<file path="src/rtl/eopp_pkg.sv">
// ----------------------------------------------------------------------------
// Escape orbit pixel plotter package
// Shared types and constants for the controller and the datapath modules.
// ----------------------------------------------------------------------------
package eopp_pkg;

  localparam int unsigned CoordW  = 32;
  localparam int unsigned LenW    = 7;
  localparam int unsigned IndexW  = 24;
  localparam int unsigned DimW    = 13;
  localparam int unsigned BailW   = 31;
  localparam int unsigned CfgIdxW = 2;
  localparam int unsigned InDataW = 64;
  localparam int unsigned OutDataW = 56;
  localparam int unsigned OutUserW = 3;

  localparam logic [CfgIdxW-1:0] CFG_BAILOUT = 2'd0;
  localparam logic [CfgIdxW-1:0] CFG_WIDTH   = 2'd1;
  localparam logic [CfgIdxW-1:0] CFG_HEIGHT  = 2'd2;

  localparam logic [BailW-1:0] BAIL_RESET   = 31'h4000_0000;
  localparam logic [DimW-1:0]  WIDTH_RESET  = 13'd2048;
  localparam logic [DimW-1:0]  HEIGHT_RESET = 13'd1080;

  // Commands from the controller to the orbit datapath.
  typedef struct packed {
    logic load;
    logic mul;
    logic upd;
  } eopp_cmd_t;

  // One entry handed to the pixel mapping pipeline.
  typedef struct packed {
    logic            vld;
    logic            point;
    logic            escaped;
    logic            last;
    logic [LenW-1:0] len;
  } eopp_issue_t;

endpackage

</file>
<file path="src/rtl/eopp_ctrl.sv">
// ----------------------------------------------------------------------------
// Controller
// Sequences the load, square and update steps of one orbit and then hands
// the stored points, or one marker, to the mapping pipeline.
// ----------------------------------------------------------------------------
module eopp_ctrl #(
  parameter int unsigned ORBIT_LIMIT = 64
) (
  input  logic                                clk_i,
  input  logic                                rst_ni,
  input  logic                                in_valid_i,
  output logic                                in_ready_o,
  input  logic                                esc_i,
  input  logic                                adv_i,
  output eopp_pkg::eopp_cmd_t                 cmd_o,
  output eopp_pkg::eopp_issue_t               issue_o,
  output logic [$clog2(ORBIT_LIMIT)-1:0]      wr_addr_o,
  output logic                                rd_en_o,
  output logic [$clog2(ORBIT_LIMIT)-1:0]      rd_addr_o
);
  import eopp_pkg::*;

  localparam int unsigned AW = $clog2(ORBIT_LIMIT);
  localparam logic [AW-1:0] CntMax = AW'(ORBIT_LIMIT - 1);

  typedef enum logic [2:0] {
    ST_IDLE,
    ST_MUL,
    ST_CHK,
    ST_EMIT,
    ST_MARK
  } state_e;

  state_e          state_q, state_d;
  logic [AW-1:0]   cnt_q, cnt_d, idx_q, idx_d;
  logic [LenW-1:0] len_q, len_d;
  logic            esc_q, esc_d;
  logic            last_pt;

  assign last_pt = (LenW'(idx_q) == len_q - LenW'(1));

  always_comb begin
    state_d    = state_q;
    cnt_d      = cnt_q;
    idx_d      = idx_q;
    len_d      = len_q;
    esc_d      = esc_q;
    in_ready_o = 1'b0;
    cmd_o      = '0;
    issue_o    = '0;
    rd_en_o    = 1'b0;
    unique case (state_q)
      ST_IDLE: begin
        in_ready_o = 1'b1;
        if (in_valid_i) begin
          cmd_o.load = 1'b1;
          cnt_d      = '0;
          state_d    = ST_MUL;
        end
      end
      ST_MUL: begin
        cmd_o.mul = 1'b1;
        state_d   = ST_CHK;
      end
      ST_CHK: begin
        if (esc_i) begin
          esc_d   = 1'b1;
          len_d   = LenW'(cnt_q);
          idx_d   = '0;
          state_d = (cnt_q == '0) ? ST_MARK : ST_EMIT;
        end else begin
          cmd_o.upd = 1'b1;
          if (cnt_q == CntMax) begin
            esc_d   = 1'b0;
            len_d   = '0;
            state_d = ST_MARK;
          end else begin
            cnt_d   = cnt_q + AW'(1);
            state_d = ST_MUL;
          end
        end
      end
      ST_EMIT: begin
        issue_o.vld     = 1'b1;
        issue_o.point   = 1'b1;
        issue_o.escaped = 1'b1;
        issue_o.last    = last_pt;
        issue_o.len     = len_q;
        rd_en_o         = adv_i;
        if (adv_i) begin
          idx_d = idx_q + AW'(1);
          if (last_pt) begin
            state_d = ST_IDLE;
          end
        end
      end
      ST_MARK: begin
        issue_o.vld     = 1'b1;
        issue_o.escaped = esc_q;
        issue_o.last    = 1'b1;
        issue_o.len     = len_q;
        if (adv_i) begin
          state_d = ST_IDLE;
        end
      end
      default: begin
        state_d = ST_IDLE;
      end
    endcase
  end

  always_ff @(posedge clk_i or negedge rst_ni) begin
    if (!rst_ni) begin
      state_q <= ST_IDLE;
      cnt_q   <= '0;
      idx_q   <= '0;
      len_q   <= '0;
      esc_q   <= 1'b0;
    end else begin
      state_q <= state_d;
      cnt_q   <= cnt_d;
      idx_q   <= idx_d;
      len_q   <= len_d;
      esc_q   <= esc_d;
    end
  end

  assign wr_addr_o = cnt_q;
  assign rd_addr_o = idx_q;

endmodule

</file>
<file path="config.mk">
export PLATFORM = sky130hd
export DESIGN_NAME = eopp_ctrl
export DESIGN_NICKNAME = d
export VERILOG_FILES = /design/src/rtl/eopp_pkg.sv /design/src/rtl/eopp_ctrl.sv
export SDC_FILE = /design/constraint.sdc
export NUM_CORES = 1
export LEC_CHECK = 0
export ABC_AREA = 0
export BUFFER_PORTS_ARGS = -buffer_cell sky130_fd_sc_hd__buf_2
export CORE_MARGIN = 8
export CORE_UTILIZATION = 45
export CTS_CLUSTER_SIZE = 16
export DETAILED_ROUTE_END_ITERATION = 8
export GPL_TIMING_DRIVEN = 0
export PLACE_DENSITY = 0.7
export SLEW_MARGIN = 20
export SYNTH_ARGS = -nofsm -noshare
export SYNTH_HDL_FRONTEND = slang
export SYNTH_SLANG_ARGS = --single-unit
</file>
<file path="constraint.sdc">
create_clock -name clk_i -period 1.7 [get_ports clk_i]
set_clock_uncertainty 0.05 [all_clocks]
set_input_delay 0.255 -clock clk_i [delete_from_list [all_inputs] [get_ports clk_i]]
set_output_delay 0.255 -clock clk_i [all_outputs]
set_load 0.01 [all_outputs]
</file>
Word-level counts from Yosys, hierarchy flattened
Cells that the tools add are included. W data, S select, Z words.

Bits in registers: 23. Bits of input ports: 5. Output and inout port bits: 28. Logic and storage cells: 60.

$add $sub $neg: 3. Equality and inequality tests: 13. Multiplexer cells: 29. Reduce and logical (&&, ||, !) cells: 10.

Operators with widths (number): $mux W6 (5); $pmux W6 S2 (2); $mux W3 (7); $pmux W9 S2 (1); $pmux W3 S5 (1); $mux W7 (2); $ne A2 B2 Y1 const B (7); $add A6 B1 Y6 const B (2); $mux W1 (11); $reduce_and A4 Y1 (2); $eq A6 B7 Y1 (1); $sub A7 B1 Y7 const B (1); $eq A3 B2 Y1 const B (2); $eq A6 B6 Y1 const B (1); $logic_not A6 Y1 (1); $reduce_bool A2 Y1 (3); $eq A3 B1 Y1 const B (1); $eq A3 B3 Y1 const B (1); $logic_not A3 Y1 (1); $reduce_and A3 Y1 (1); $reduce_and A2 Y1 (1); $reduce_or A2 Y1 (1).

Longest topological paths before layout
Depth in word-level cells: 5. Depth in mapped cells: 8. Depth with buffers taken out: 7.

Worst setup path before layout
Ideal clock, no wire load.

Kind: register to output. From: register len_q[0]. To: output issue_o[7] in the netlist's numbering. Arrival time: 1.569 ns. Data required time: 1.395 ns. Setup slack: -0.174 ns. Stages on the path, launching flop included: 7. Path buffers: 0. Path through: dfrtp_1 inv_1 ha_1 or3b_1 a211oi_1 o2111ai_1 o21bai_1.

RTL lines: from (decl) (line eopp_ctrl.sv:36) `logic [LenW-1:0] len_q, len_d;`; from (signal assigned) (line eopp_ctrl.sv:123) `len_q <= len_d;`; to (decl) (line eopp_ctrl.sv:16) `output eopp_pkg::eopp_issue_t issue_o,`.

==> impl_results.md <==
* Status: finished, violations left
* Failing checks: negative setup slack
* Max-Cap Viols at 0
* Final WS setup at -0.673 ns
* Share of the synthesized area in the top cell type at 39.9%
* Post-Place Setup Slack at -0.430 ns
* Tot Pwr at 0.00353 W
* Syn_area_per_cell at 9.73 µm²
* Core area at 2980 µm²
* Worst hold path type: input pin to register
* Remaining antenna violation count at 0
* Crit path DAT at 2.07 ns
* Most frequently used flop master after synthesis: dfrtp_1
* Crit path launch: len_q[1]
* CTS buffer count at 3
* Count of final hold-check violations at 0
* Total GRT Usage at 15.5%
* TritonCTS clock tree: built
* FMAX at 0.421 GHz
* Final Cycle Share at 140%
* DR vias/cell at 5.54
* Vias in the first global route at 1318
* HPWL Detailed at 2.43 mm
* Pin count of the biggest net entering global routing at 23
* Critical path cell sequence: inv_2 -> ha_4 -> or3b_4 -> a211oi_4 -> o2111ai_2 -> o21bai_1 -> buf_2
* Initial antenna violation count at 0
* Share of cells above drive strength 1 at 53.9%
* Starting density of the core at 46.4%
* Via count at 1325
* CTS H-tree depth at 1
* Gate Count Post-Synth at 142
* Die Area at 5100 µm²
* Drt first pass iters at 4
* Power Dens Cells at 1670 nW/µm²
* Routed length per instance at 17.0 µm
* Root Buffer: clkbuf_4
* Clk Latency, worst-skew pair at 0.31 ns
* Antenna cell count at 0
* Total number of yosys warnings at 0
* First-pass GRT wire length at 6.38 mm
* Layout net count at 216
* Register area share after synthesis at 39.9%
* Critical path launch point type: register
* Crit path kind: register to output port
* Rows at 20
* Top post-synthesis cells by area: dfrtp_1 40%, xor2_1 5.7%, nor2_1 4.6%
* Critical Path RT at 1.39 ns
* Worst r2r src: len_q[1]
* Clock-pin slew on the worst setup and hold paths at 0.12 ns
* R2R Path End: state_q[1]
* #FFs+latches synth at 22
* Maximum root-to-sink buffer count at 2
* Finished Core Util at 71.1%
* Residual DRC count at 0
* Min cycle time layout at 2.37 ns
* Syn nets at 151
* Placed Cells incl. Taps at 206
* Setup TNS Final at -3.41 ns
* Die height at 71.4 µm
* Grt total ovfl at 0
* Post-synth top cells: 22 x dfrtp_1, 17 x nor2_1, 9 x xor2_1, 8 x inv_1
* Async SR Flop Fraction at 100%
* Initial drt markers at 64
* P&R area growth vs syn at 53.3%
* Peak VDD IR at 874 µV
* Unrepaired setup endpoints after global routing: yes
* Final setup vio count at 18
* Slew Limit Fails at 0
* IO Port Bufs at 31
* Top-count cell post-synth: dfrtp_1
* Largest stage delay, worst path at 0.43 ns
* Die Wd at 71.4 µm
* # clock sinks at 22
* Post-synth EDFFs at 0
* Pleak at 1.02 nW
* Layout Cells excl Fill at 239
* Crit path to: issue_o[7]
* CP endpoint kind: output port
* Worst Path Max Fanout at 2
* Gpl congestion at 0.838
* I/O Pins at 33
* Synth area leader: dfrtp_1
* Final wirelength at 4.06 mm
* Reg2reg setup slack at -0.36 ns
* CP max-delay cell: dfrtp_1
* Synth cell types at 44
* Synthesized cell area at 1380 µm²
* R2R cell count at 8
-- sequential cells by signal, summed over array words and instances (netlist names) --
name / flops
len_q: 6
state_q: 3
wr_addr_o: 6
esc_q: 1
rd_addr_o: 6
-- worst min path at each step --
| stage | cells after the start | slack, ns | end | start |
|---|---|---|---|---|
| after global routing | 3 | 0.21 | rd_addr_o[0] | adv_i |
| final | 3 | 0.23 | rd_addr_o[0] | adv_i |
| after floorplan | 0 | -0.09 | esc_q | rst_ni |
| after detailed placement | 1 | 0.19 | wr_addr_o[4] | rst_ni |
| after CTS | 3 | 0.23 | rd_addr_o[0] | adv_i |
| after global placement | 1 | 0.19 | wr_addr_o[4] | rst_ni |
-- cells in the final DEF (no fill, tap or decap), types with 5 or more instances in the layout --
cell     Yosys  routed
nand2_1      7       6
xnor2_1      6       6
a22o_1       7       7
xor2_1       9       9
o21ai_0      7       5
nor2_1      17      16
dfrtp_1     22      20
buf_6        4      12
buf_4        1      22
buf_2        1      28
-- per-layer routing --
| layer | track usage, % | share of wire (%) |
|---|---|---|
| met5 | 0 | 0 |
| met4 | 4.85 | 2.5 |
| met3 | 3.63 | 4.5 |
| met2 | 26.4 | 53 |
| met1 | 18.6 | 40 |
-- cells by family (layout without fill, tap and decap cells) --
kind of cell / count (synthesis) / after routing / synth area share, %
and+or+nand+nor: 56 / 57 / 22.7
other: 1 / 1 / 0.271
AOI/OAI and AO/OA: 30 / 30 / 17.7
buffers and inverters: 14 / 77 / 6.34
xor gates and xnor gates: 15 / 15 / 9.51
adders and majority gates: 4 / 4 / 3.62
DFF: 22 / 22 / 39.9
-- metrics by stage --
step / hold slack, ns / instance area (µm²)
2_1_floorplan: -0.0906 / 1390
3_3_place_gp: 0.186 / 1590
3_5_place_dp: 0.192 / 1590
4_1_cts: 0.231 / 1920
5_1_grt: 0.212 / 2120
6_report: 0.225 / 2120
-- power breakdown --
part           leakage, nW  switching (W)  internal (W)
registers            0.290       0.000127      0.000634
logic                0.701        0.00110       0.00127
clock network       0.0279       0.000163      0.000239
total                 1.02        0.00139       0.00214
-- area by class of cell --
class / count / area [µm²]
Tap cell: 33 / 41.3
Buffer: 4 / 35.0
Inverter: 8 / 32.5
Timing Repair Buffer: 61 / 455
Clock buffer: 3 / 22.5
Sequential cell: 22 / 553
Clock inverter: 1 / 30.0
Fill cell: 216 / 861
Multi-Input combinational cell: 107 / 947
-- critical path, delay by kind of cell, from the launching register on --
kind            cells  cell delay [ns]
buf+inv             2             0.24
fa+ha+maj           1             0.12
compound gates      3             0.56
flops               1             0.43
simple gates        1             0.39
-- timing repair --
item / 4_1_cts / 5_1_grt
hold endpoints to repair: 22 / 0
buffers inserted: 19 / 10
setup endpoints to repair: 20 / 33
gates cloned: 1 / 0
pin swaps: 13 / 16
gates resized for setup: 29 / 27
hold buffers: 1 / 0
No activity file was read; power rests on OpenSTA's default activity.
