**src/rtl/eopp_pkg.sv**
```systemverilog
// ----------------------------------------------------------------------------
// Escape orbit pixel plotter package
// Shared types and constants for the controller and the datapath modules.
// ----------------------------------------------------------------------------
package eopp_pkg;

  localparam int unsigned CoordW  = 32;
  localparam int unsigned LenW    = 7;
  localparam int unsigned IndexW  = 24;
  localparam int unsigned DimW    = 13;
  localparam int unsigned BailW   = 31;
  localparam int unsigned CfgIdxW = 2;
  localparam int unsigned InDataW = 64;
  localparam int unsigned OutDataW = 56;
  localparam int unsigned OutUserW = 3;

  localparam logic [CfgIdxW-1:0] CFG_BAILOUT = 2'd0;
  localparam logic [CfgIdxW-1:0] CFG_WIDTH   = 2'd1;
  localparam logic [CfgIdxW-1:0] CFG_HEIGHT  = 2'd2;

  localparam logic [BailW-1:0] BAIL_RESET   = 31'h4000_0000;
  localparam logic [DimW-1:0]  WIDTH_RESET  = 13'd2048;
  localparam logic [DimW-1:0]  HEIGHT_RESET = 13'd1080;

  // Commands from the controller to the orbit datapath.
  typedef struct packed {
    logic load;
    logic mul;
    logic upd;
  } eopp_cmd_t;

  // One entry handed to the pixel mapping pipeline.
  typedef struct packed {
    logic            vld;
    logic            point;
    logic            escaped;
    logic            last;
    logic [LenW-1:0] len;
  } eopp_issue_t;

endpackage

```
**src/rtl/eopp_map_dp.sv**
```systemverilog
// ----------------------------------------------------------------------------
// Pixel mapping datapath
// Stalling pipeline that maps orbit points to pixel and mirrored indexes
// and holds the output word until the sink takes it.
// ----------------------------------------------------------------------------
module eopp_map_dp (
  input  logic                                clk_i,
  input  logic                                rst_ni,
  input  eopp_pkg::eopp_issue_t               issue_i,
  input  logic [2*eopp_pkg::CoordW-1:0]       rd_data_i,
  input  logic [eopp_pkg::DimW-1:0]           width_i,
  input  logic [eopp_pkg::DimW-1:0]           height_i,
  output logic                                adv_o,
  output logic                                m_axis_tvalid,
  input  logic                                m_axis_tready,
  // tdata: pixel_index, mirror_index, escape_length, one zero pad bit.
  output logic [eopp_pkg::OutDataW-1:0]       m_axis_tdata,
  // tuser: escaped, point_valid, in_image.
  output logic [eopp_pkg::OutUserW-1:0]       m_axis_tuser,
  output logic                                m_axis_tlast
);
  import eopp_pkg::*;

  eopp_issue_t s0_q, s1_q, s2_q, out_q;

  logic signed [46:0] pxm_d, pym_d, pxm_q, pym_q;
  logic signed [46:0] pxr, pyr;
  logic signed [16:0] pxt, pyt, wx, hx;
  logic               inside_d, inside_q;
  logic [DimW-1:0]    px_q, py_q, hm_q;
  logic [25:0]        psum, msum;
  logic [IndexW-1:0]  pix_q, mir_q;
  logic               in_img_q;
  logic signed [32:0] ax;
  logic signed [13:0] ws;
  logic signed [46:0] hterm;

  assign adv_o = !out_q.vld || m_axis_tready;

  always_comb begin
    ws    = $signed({1'b0, width_i});
    ax    = $signed({rd_data_i[31], rd_data_i[31:0]}) + 33'sh0_2000_0000;
    hterm = $signed({5'b0, height_i, 29'b0});
    pxm_d = ax * ws;
    pym_d = $signed(rd_data_i[63:32]) * ws + hterm;

    pxr = pxm_q[46] ? pxm_q + 47'sh3FFF_FFFF : pxm_q;
    pyr = pym_q[46] ? pym_q + 47'sh3FFF_FFFF : pym_q;
    pxt = $signed(pxr[46:30]);
    pyt = $signed(pyr[46:30]);
    wx  = $signed({4'b0, width_i});
    hx  = $signed({4'b0, height_i});
    inside_d = !pxt[16] && (pxt < wx) && !pyt[16] && (pyt < hx);

    psum = {13'b0, px_q} + py_q * width_i;
    msum = {13'b0, px_q} + hm_q * width_i;
  end

  always_ff @(posedge clk_i or negedge rst_ni) begin
    if (!rst_ni) begin
      s0_q  <= '0;
      s1_q  <= '0;
      s2_q  <= '0;
      out_q <= '0;
    end else if (adv_o) begin
      s0_q  <= issue_i;
      s1_q  <= s0_q;
      s2_q  <= s1_q;
      out_q <= s2_q;
    end
  end

  always_ff @(posedge clk_i) begin
    if (adv_o) begin
      pxm_q    <= pxm_d;
      pym_q    <= pym_d;
      inside_q <= s1_q.point && inside_d;
      px_q     <= pxt[12:0];
      py_q     <= pyt[12:0];
      hm_q     <= height_i - pyt[12:0] - 13'd1;
      in_img_q <= inside_q;
      pix_q    <= inside_q ? psum[23:0] : '0;
      mir_q    <= inside_q ? msum[23:0] : '0;
    end
  end

  assign m_axis_tvalid = out_q.vld;
  assign m_axis_tdata  = {1'b0, out_q.len, mir_q, pix_q};
  assign m_axis_tuser  = {in_img_q, out_q.point, out_q.escaped};
  assign m_axis_tlast  = out_q.last;

endmodule

```
**config.mk**
```make
export PLATFORM = sky130hd
export DESIGN_NAME = eopp_map_dp
export DESIGN_NICKNAME = d
export VERILOG_FILES = /design/src/rtl/eopp_pkg.sv /design/src/rtl/eopp_map_dp.sv
export SDC_FILE = /design/constraint.sdc
export NUM_CORES = 2
export LEC_CHECK = 0
export BUFFER_PORTS_ARGS = -buffer_cell sky130_fd_sc_hd__clkbuf_2
export CORE_MARGIN = 4
export CORE_UTILIZATION = 60
export DETAILED_ROUTE_END_ITERATION = 8
export GPL_TIMING_DRIVEN = 0
export PLACE_DENSITY = 0.87
export SYNTH_ARGS = -nofsm -noshare
export SYNTH_HDL_FRONTEND = slang
export SYNTH_SLANG_ARGS = --single-unit
```
**constraint.sdc**
```tcl
create_clock -name clk_i -period 12.1 [get_ports clk_i]
set_clock_uncertainty 0.15 [all_clocks]
set_input_delay 2.42 -clock clk_i [delete_from_list [all_inputs] [get_ports clk_i]]
set_output_delay 2.42 -clock clk_i [all_outputs]
set_load 0.1 [all_outputs]
```
### Word level (Yosys, flattened, before mapping)

Index checks and enable logic that the tools add are counted.

| cells by class | value |
|---|---|
| add/sub/neg operators | 8 |
| $mul | 4 |
| order comparisons | 2 |
| muxes and demuxes | 2 |
| reduce and logical (&&, ||, !) cells | 8 |

Operators by type and width:

| operator | count |
|---|---|
| $add A47 B31 Y47 const B | 2 |
| $mux W47 | 2 |
| $add A13 B24 Y24 | 2 |
| $mul A13 B13 Y24 | 2 |
| $add A46 B43 Y47 | 1 |
| $mul A33 B14 Y47 | 1 |
| $mul A32 B14 Y46 | 1 |
| $lt A17 B14 Y1 | 2 |
| $add A32 B31 Y33 const B | 1 |
| $sub A13 B1 Y13 const B | 1 |
| $sub A13 B13 Y13 | 1 |
| $logic_and A1 B1 Y1 | 4 |
| $logic_not A1 Y1 | 3 |
| $logic_or A1 B1 Y1 | 1 |

| word-level totals | value |
|---|---|
| register bits | 227 |
| bits of input ports | 104 |
| logic and storage cells | 53 |

### Depth between registers and ports, before layout

| logic depth | value |
|---|---|
| depth after elaboration | 7 |
| gate-level depth with buffers | 26 |

### Least setup slack after synthesis

OpenSTA, ideal clock, no wires.

| timing path | value |
|---|---|
| path kind | in2out |
| start | in m_axis_tready |
| end | out adv_o |
| arrival time | 8.795 ns |
| required time | 9.530 ns |
| setup slack | 0.735 ns |
| cell stages on the path | 3 |
| path buffers | 2 |
| path through | nand2b_1 > clkbuf_1 > buf_1 |

| on the way | value |
|---|---|
| longest elaborated chain between the ends | 1 |

RTL lines:

| element | line | RTL |
|---|---|---|
| start: declaration | eopp_map_dp.sv:15 | `input logic m_axis_tready,` |
| $logic_or A1 B1 Y1 | eopp_map_dp.sv:38 | `assign adv_o = !out_q.vld \|\| m_axis_tready;` |
| end: declaration | eopp_map_dp.sv:13 | `output logic adv_o,` |

Every way passes these cells.

### Worst setup path in the final report

| timing path | value |
|---|---|
| start | in width_i[0] (netlist bit) |
| end | reg pym_q[41], data pin |

| on the way | value |
|---|---|
| longest elaborated chain between the ends | 2 |

RTL lines:

| element | line | RTL |
|---|---|---|
| start: declaration | eopp_map_dp.sv:11 | `input logic [eopp_pkg::DimW-1:0] width_i,` |
| $mul A32 B14 Y46 | eopp_map_dp.sv:45 | `pym_d = $signed(rd_data_i[63:32]) * ws + hterm;` |
| $add A46 B43 Y47 | eopp_map_dp.sv:45 |  |
| net pym_d[41] | eopp_map_dp.sv:26 | `logic signed [46:0] pxm_d, pym_d, pxm_q, pym_q;` |
| end signal: assignment | eopp_map_dp.sv:76 | `pym_q <= pym_d;` |
| end: declaration | eopp_map_dp.sv:26 |  |

The timed path passes the listed nets, and every way through them passes these cells.
A chain may end at the register's enable or synchronous reset.

==> run_results.csv <==
group,metric,value,unit
clock_tree,cts-resized-gates,0,
critical_path,crit_end,"pym_q[41]",
routing,routed_wl,152,mm
critical_path,reg2reg_slack,4.84,ns
critical_path,cpMostUsedCell,"fa_1",
routing,drt_iter0_markers,3958,
critical_path,cp_max_fo,12,
clock_tree,cts_buffers,30,
cells_and_area,seq_area,6600,um^2
yosys,ys_types,76,
critical_path,crit_path_start_kind,"input pin",
yosys,synth_ff_type,"edfxtp_1",
timing,hold_violations,0,
place,hpwlAfterDp,126,mm
yosys,synth_compound_area_share,4.92,%
clock_tree,postCtsHoldBufs,0,
timing,setup_viol,0,
floorplan,fp-row-count,106,
clock_tree,htree_num_levels,1,
global_route,grt_pass1_vias,41043,
yosys,synthSimpleGateAreaFrac,15.2,%
cells_and_area,layout-drive-gt1-share,4.77,%
yosys,ys_seq_elements,227,
clock_tree,root_buffer,"clkbuf_16",
place,gp_congestion,1.03,
critical_path,slowest_delay,1.11,ns
yosys,synth_enable_flop_cells,183,
cells_and_area,multi_input_area,38800,um^2
cells_and_area,fillers,6459,
timing,slew_headroom,-2.03,%
clock_tree,cts.reportedPaths.clkPinSlew,0.07,ns
timing,slew_viol_final,11,
timing,final.period_utilization,89.1,%
critical_path,critical_path_required,12.40,ns
status,outcome,"finished, violations left",
cells_and_area,finalNonFillerCells,6799,
timing,finalCriticalPeriod,10.78,ns
critical_path,timing.rr.end,"mir_q[23]",
yosys,ys_async_sr_fraction,19.4,%
critical_path,crit_path_end_kind,"register",
routing,ant_nets,0,
timing,clock.fmax,92.7,MHz
clock_tree,clock-sinks,227,
yosys,synth_nets,7020,
global_route,track_usage,34.8,%
timing,rsz0062_at_grt,"false",
place,io_buffers,152,
critical_path,critPathArrivalTime,11.08,ns
clock_tree,cts_tree,"yes",
clock_tree,cts_setup_buffers,0,
clock_tree,clock_path_buffers,3,
place,dp.cells,6721,
yosys,synth_xor_area_share,2.93,%
yosys,synth_area,51100,um^2
floorplan,core,84000,um^2
yosys,synth_top_family_by_area,"adder cells",
routing,drt-pass1-iter-count,6,
yosys,syn_area_per_cell,9.41,um^2
cells_and_area,area_growth_syn_to_layout,6.69,%
hold_path,hp-class,"reg -> reg",
routing,via_per_inst,5.80,
global_route,grt_pass1_wl,237,mm
timing,tightest_slew,1.53,ns
floorplan,die_area,89900,um^2
critical_path,reg2reg_from,"hm_q[6]",
yosys,yosysWarnings,0,
clock_tree,clk_latency,0.64,ns
global_route,overflow,0,
yosys,yosys-mux-area-fraction,1.03,%
critical_path,reg2reg_depth,20,
cells_and_area,final_nets,7209,
floorplan,ios,166,
routing,wire_per_inst,22.4,um
yosys,synthCells,5430,
global_route,antenna_found_initial,19,
floorplan,die_w,300,um
global_route,grt_max_degree,45,
critical_path,crit_path_start,"width_i[0]",
floorplan,start_util,60.8,%
floorplan,fp.dieH,300,um
job,max_cap_violations,1,
timing,tns,0,ns
yosys,yosysSeqAreaShare,12.9,%
routing,vias,39412,
critical_path,worst_path_max_delay_cell,"clkbuf_1",
critical_path,critical_path.cell_chain,"clkbuf_2 > clkbuf_1 > clkbuf_1 > nand2_1 > inv_1 > fa_1 > inv_1 > fa_1 > inv_1 > fa_1 > fa_1 > fa_1 > fa_1 > ha_1 > a21o_1 > a21o_1 > a31oi_1 > nand2b_1 > a21boi_0 > a21oi_1 > or4b_1 > o2111ai_1",
critical_path,path_class,"in -> reg",
routing,drc,0,
yosys,synthAdderAreaFrac,51.8,%
status,violations,"max-capacitance violations, max-slew violations",
==> metal layers <==
metal	vias up	share of wire, %	GRT usage, %
met5	-	0.053	0
met4	12	6.9	18.9
met3	617	15	12.3
met2	2557	44	52.5
met1	19538	35	44.1
li1	16688	-	-
==> stage by stage <==
stage	instance area (um^2)	util, %	worst slack (ns)	hold slack (ns)
global route	54400	64.9	1.31	0.305
global placement	53300	63.4	-2.45	0.282
detailed placement	53400	63.6	1.16	0.281
finish	54500	64.9	1.32	0.298
floorplan	51100	-	0.735	0.274
CTS	54400	64.8	1.81	0.297
==> kinds of logic (layout without fill, tap and decap cells) <==
kind of cell / Yosys count / count (layout)
xor gates and xnor gates: 171 / 171
other: 1 / 23
adders and majority gates: 1486 / 1486
DFF: 227 / 227
AOI/OAI and AO/OA: 386 / 386
and+or+nand+nor: 1593 / 1593
muxes: 47 / 47
buffers and inverters: 1519 / 1732
==> worst min path at each step <==
stage / startpoint / endpoint / slack [ns] / cells after the start
4_1_cts: inside_q / in_img_q / 0.30 / 0
5_1_grt: inside_q / in_img_q / 0.30 / 0
3_5_place_dp: inside_q / in_img_q / 0.28 / 0
3_3_place_gp: inside_q / in_img_q / 0.28 / 0
2_1_floorplan: inside_q / in_img_q / 0.27 / 0
6_report: inside_q / in_img_q / 0.30 / 0
==> critical path, delay by kind of cell <==
| family | cells | cell delay, ns |
|---|---|---|
| AOI/OAI and AO/OA | 6 | 1.30 |
| adders and majority gates | 7 | 3.20 |
| buffers and inverters | 6 | 2.79 |
| and+or+nand+nor | 3 | 1.31 |
==> sequential cells by signal, indices dropped and copies added, names as in the netlist <==
signal and flops:
px_q 13, mir_q 24, m_axis_tuser 2, pix_q 24, s1_q 11, hm_q 13, m_axis_tvalid 1, m_axis_tdata 7
m_axis_tlast 1, inside_q 1, s2_q 11, py_q 13, pym_q 47, in_img_q 1, pxm_q 47, s0_q 11
==> Yosys cell counts (3+ instances only) <==
library cell	number	area, um^2
edfxtp_1	183	5500
o311ai_1	4	35.0
a21boi_0	8	60.1
a21oi_1	115	576
a41o_1	3	30.0
mux2_2	43	484
a21o_1	56	420
nand2b_1	33	206
ha_1	437	5470
o31ai_1	8	60.1
o21a_1	13	97.6
a211o_1	3	26.3
a31oi_1	16	100
o22ai_1	3	18.8
nor3b_1	3	22.5
or3_1	9	56.3
a221oi_1	4	35.0
o41ai_1	5	43.8
and2_1	517	3230
nand2_1	750	2820
nor3_1	27	135
o211ai_1	11	82.6
nand3_1	29	145
o31a_1	3	26.3
o211a_1	3	30.0
mux2i_1	4	40.0
inv_1	1276	4790
nor2b_1	17	106
nand3b_1	4	30.0
o21bai_1	14	105
a211oi_1	10	75.1
o21ai_1	15	75.1
o2111ai_1	6	52.6
xor2_1	55	482
o21ai_0	61	305
nor2_1	122	458
and3_1	20	125
nand4_1	28	175
fa_1	1049	21000
buf_1	3	11.3
and4_1	5	43.8
nor4_1	18	113
dfrtp_1	44	1100
xnor2_1	116	1020
clkbuf_1	237	890
==> cell usage in the layout (no fill, tap or decap), types with 9 or more instances in the layout <==
cell and count:
inv_1 1276, fa_1 1049, nand2_1 750, and2_1 517, ha_1 437, clkbuf_1 238
edfxtp_1 183, clkbuf_2 153, nor2_1 122, xnor2_1 116, a21oi_1 115, o21ai_0 61
a21o_1 56, xor2_1 55, dfrtp_1 44, mux2_2 43, clkbuf_16 34, nand2b_1 33
nand3_1 29, nand4_1 28, nor3_1 27, diode_2 22, and3_1 20, nor4_1 18
nor2b_1 17, a31oi_1 16, o21ai_1 15, o21bai_1 14, o21a_1 13, o211ai_1 11
a211oi_1 10, or3_1 9
==> cell type report <==
type                    count  area share, %
diodes                     22          0.101
well taps                1134           2.60
flip-flops and latches    227           12.1
clock inverters            18          0.358
multi-input cells        3684           71.1
repair buffers            157           1.58
clock buffers              38           1.63
inverters                1277           8.80
plain buffers             242           1.69
Power is left out: the tool's default activity adds up to more than one toggle a clock period on the data nets, which glitch-free logic cannot reach.
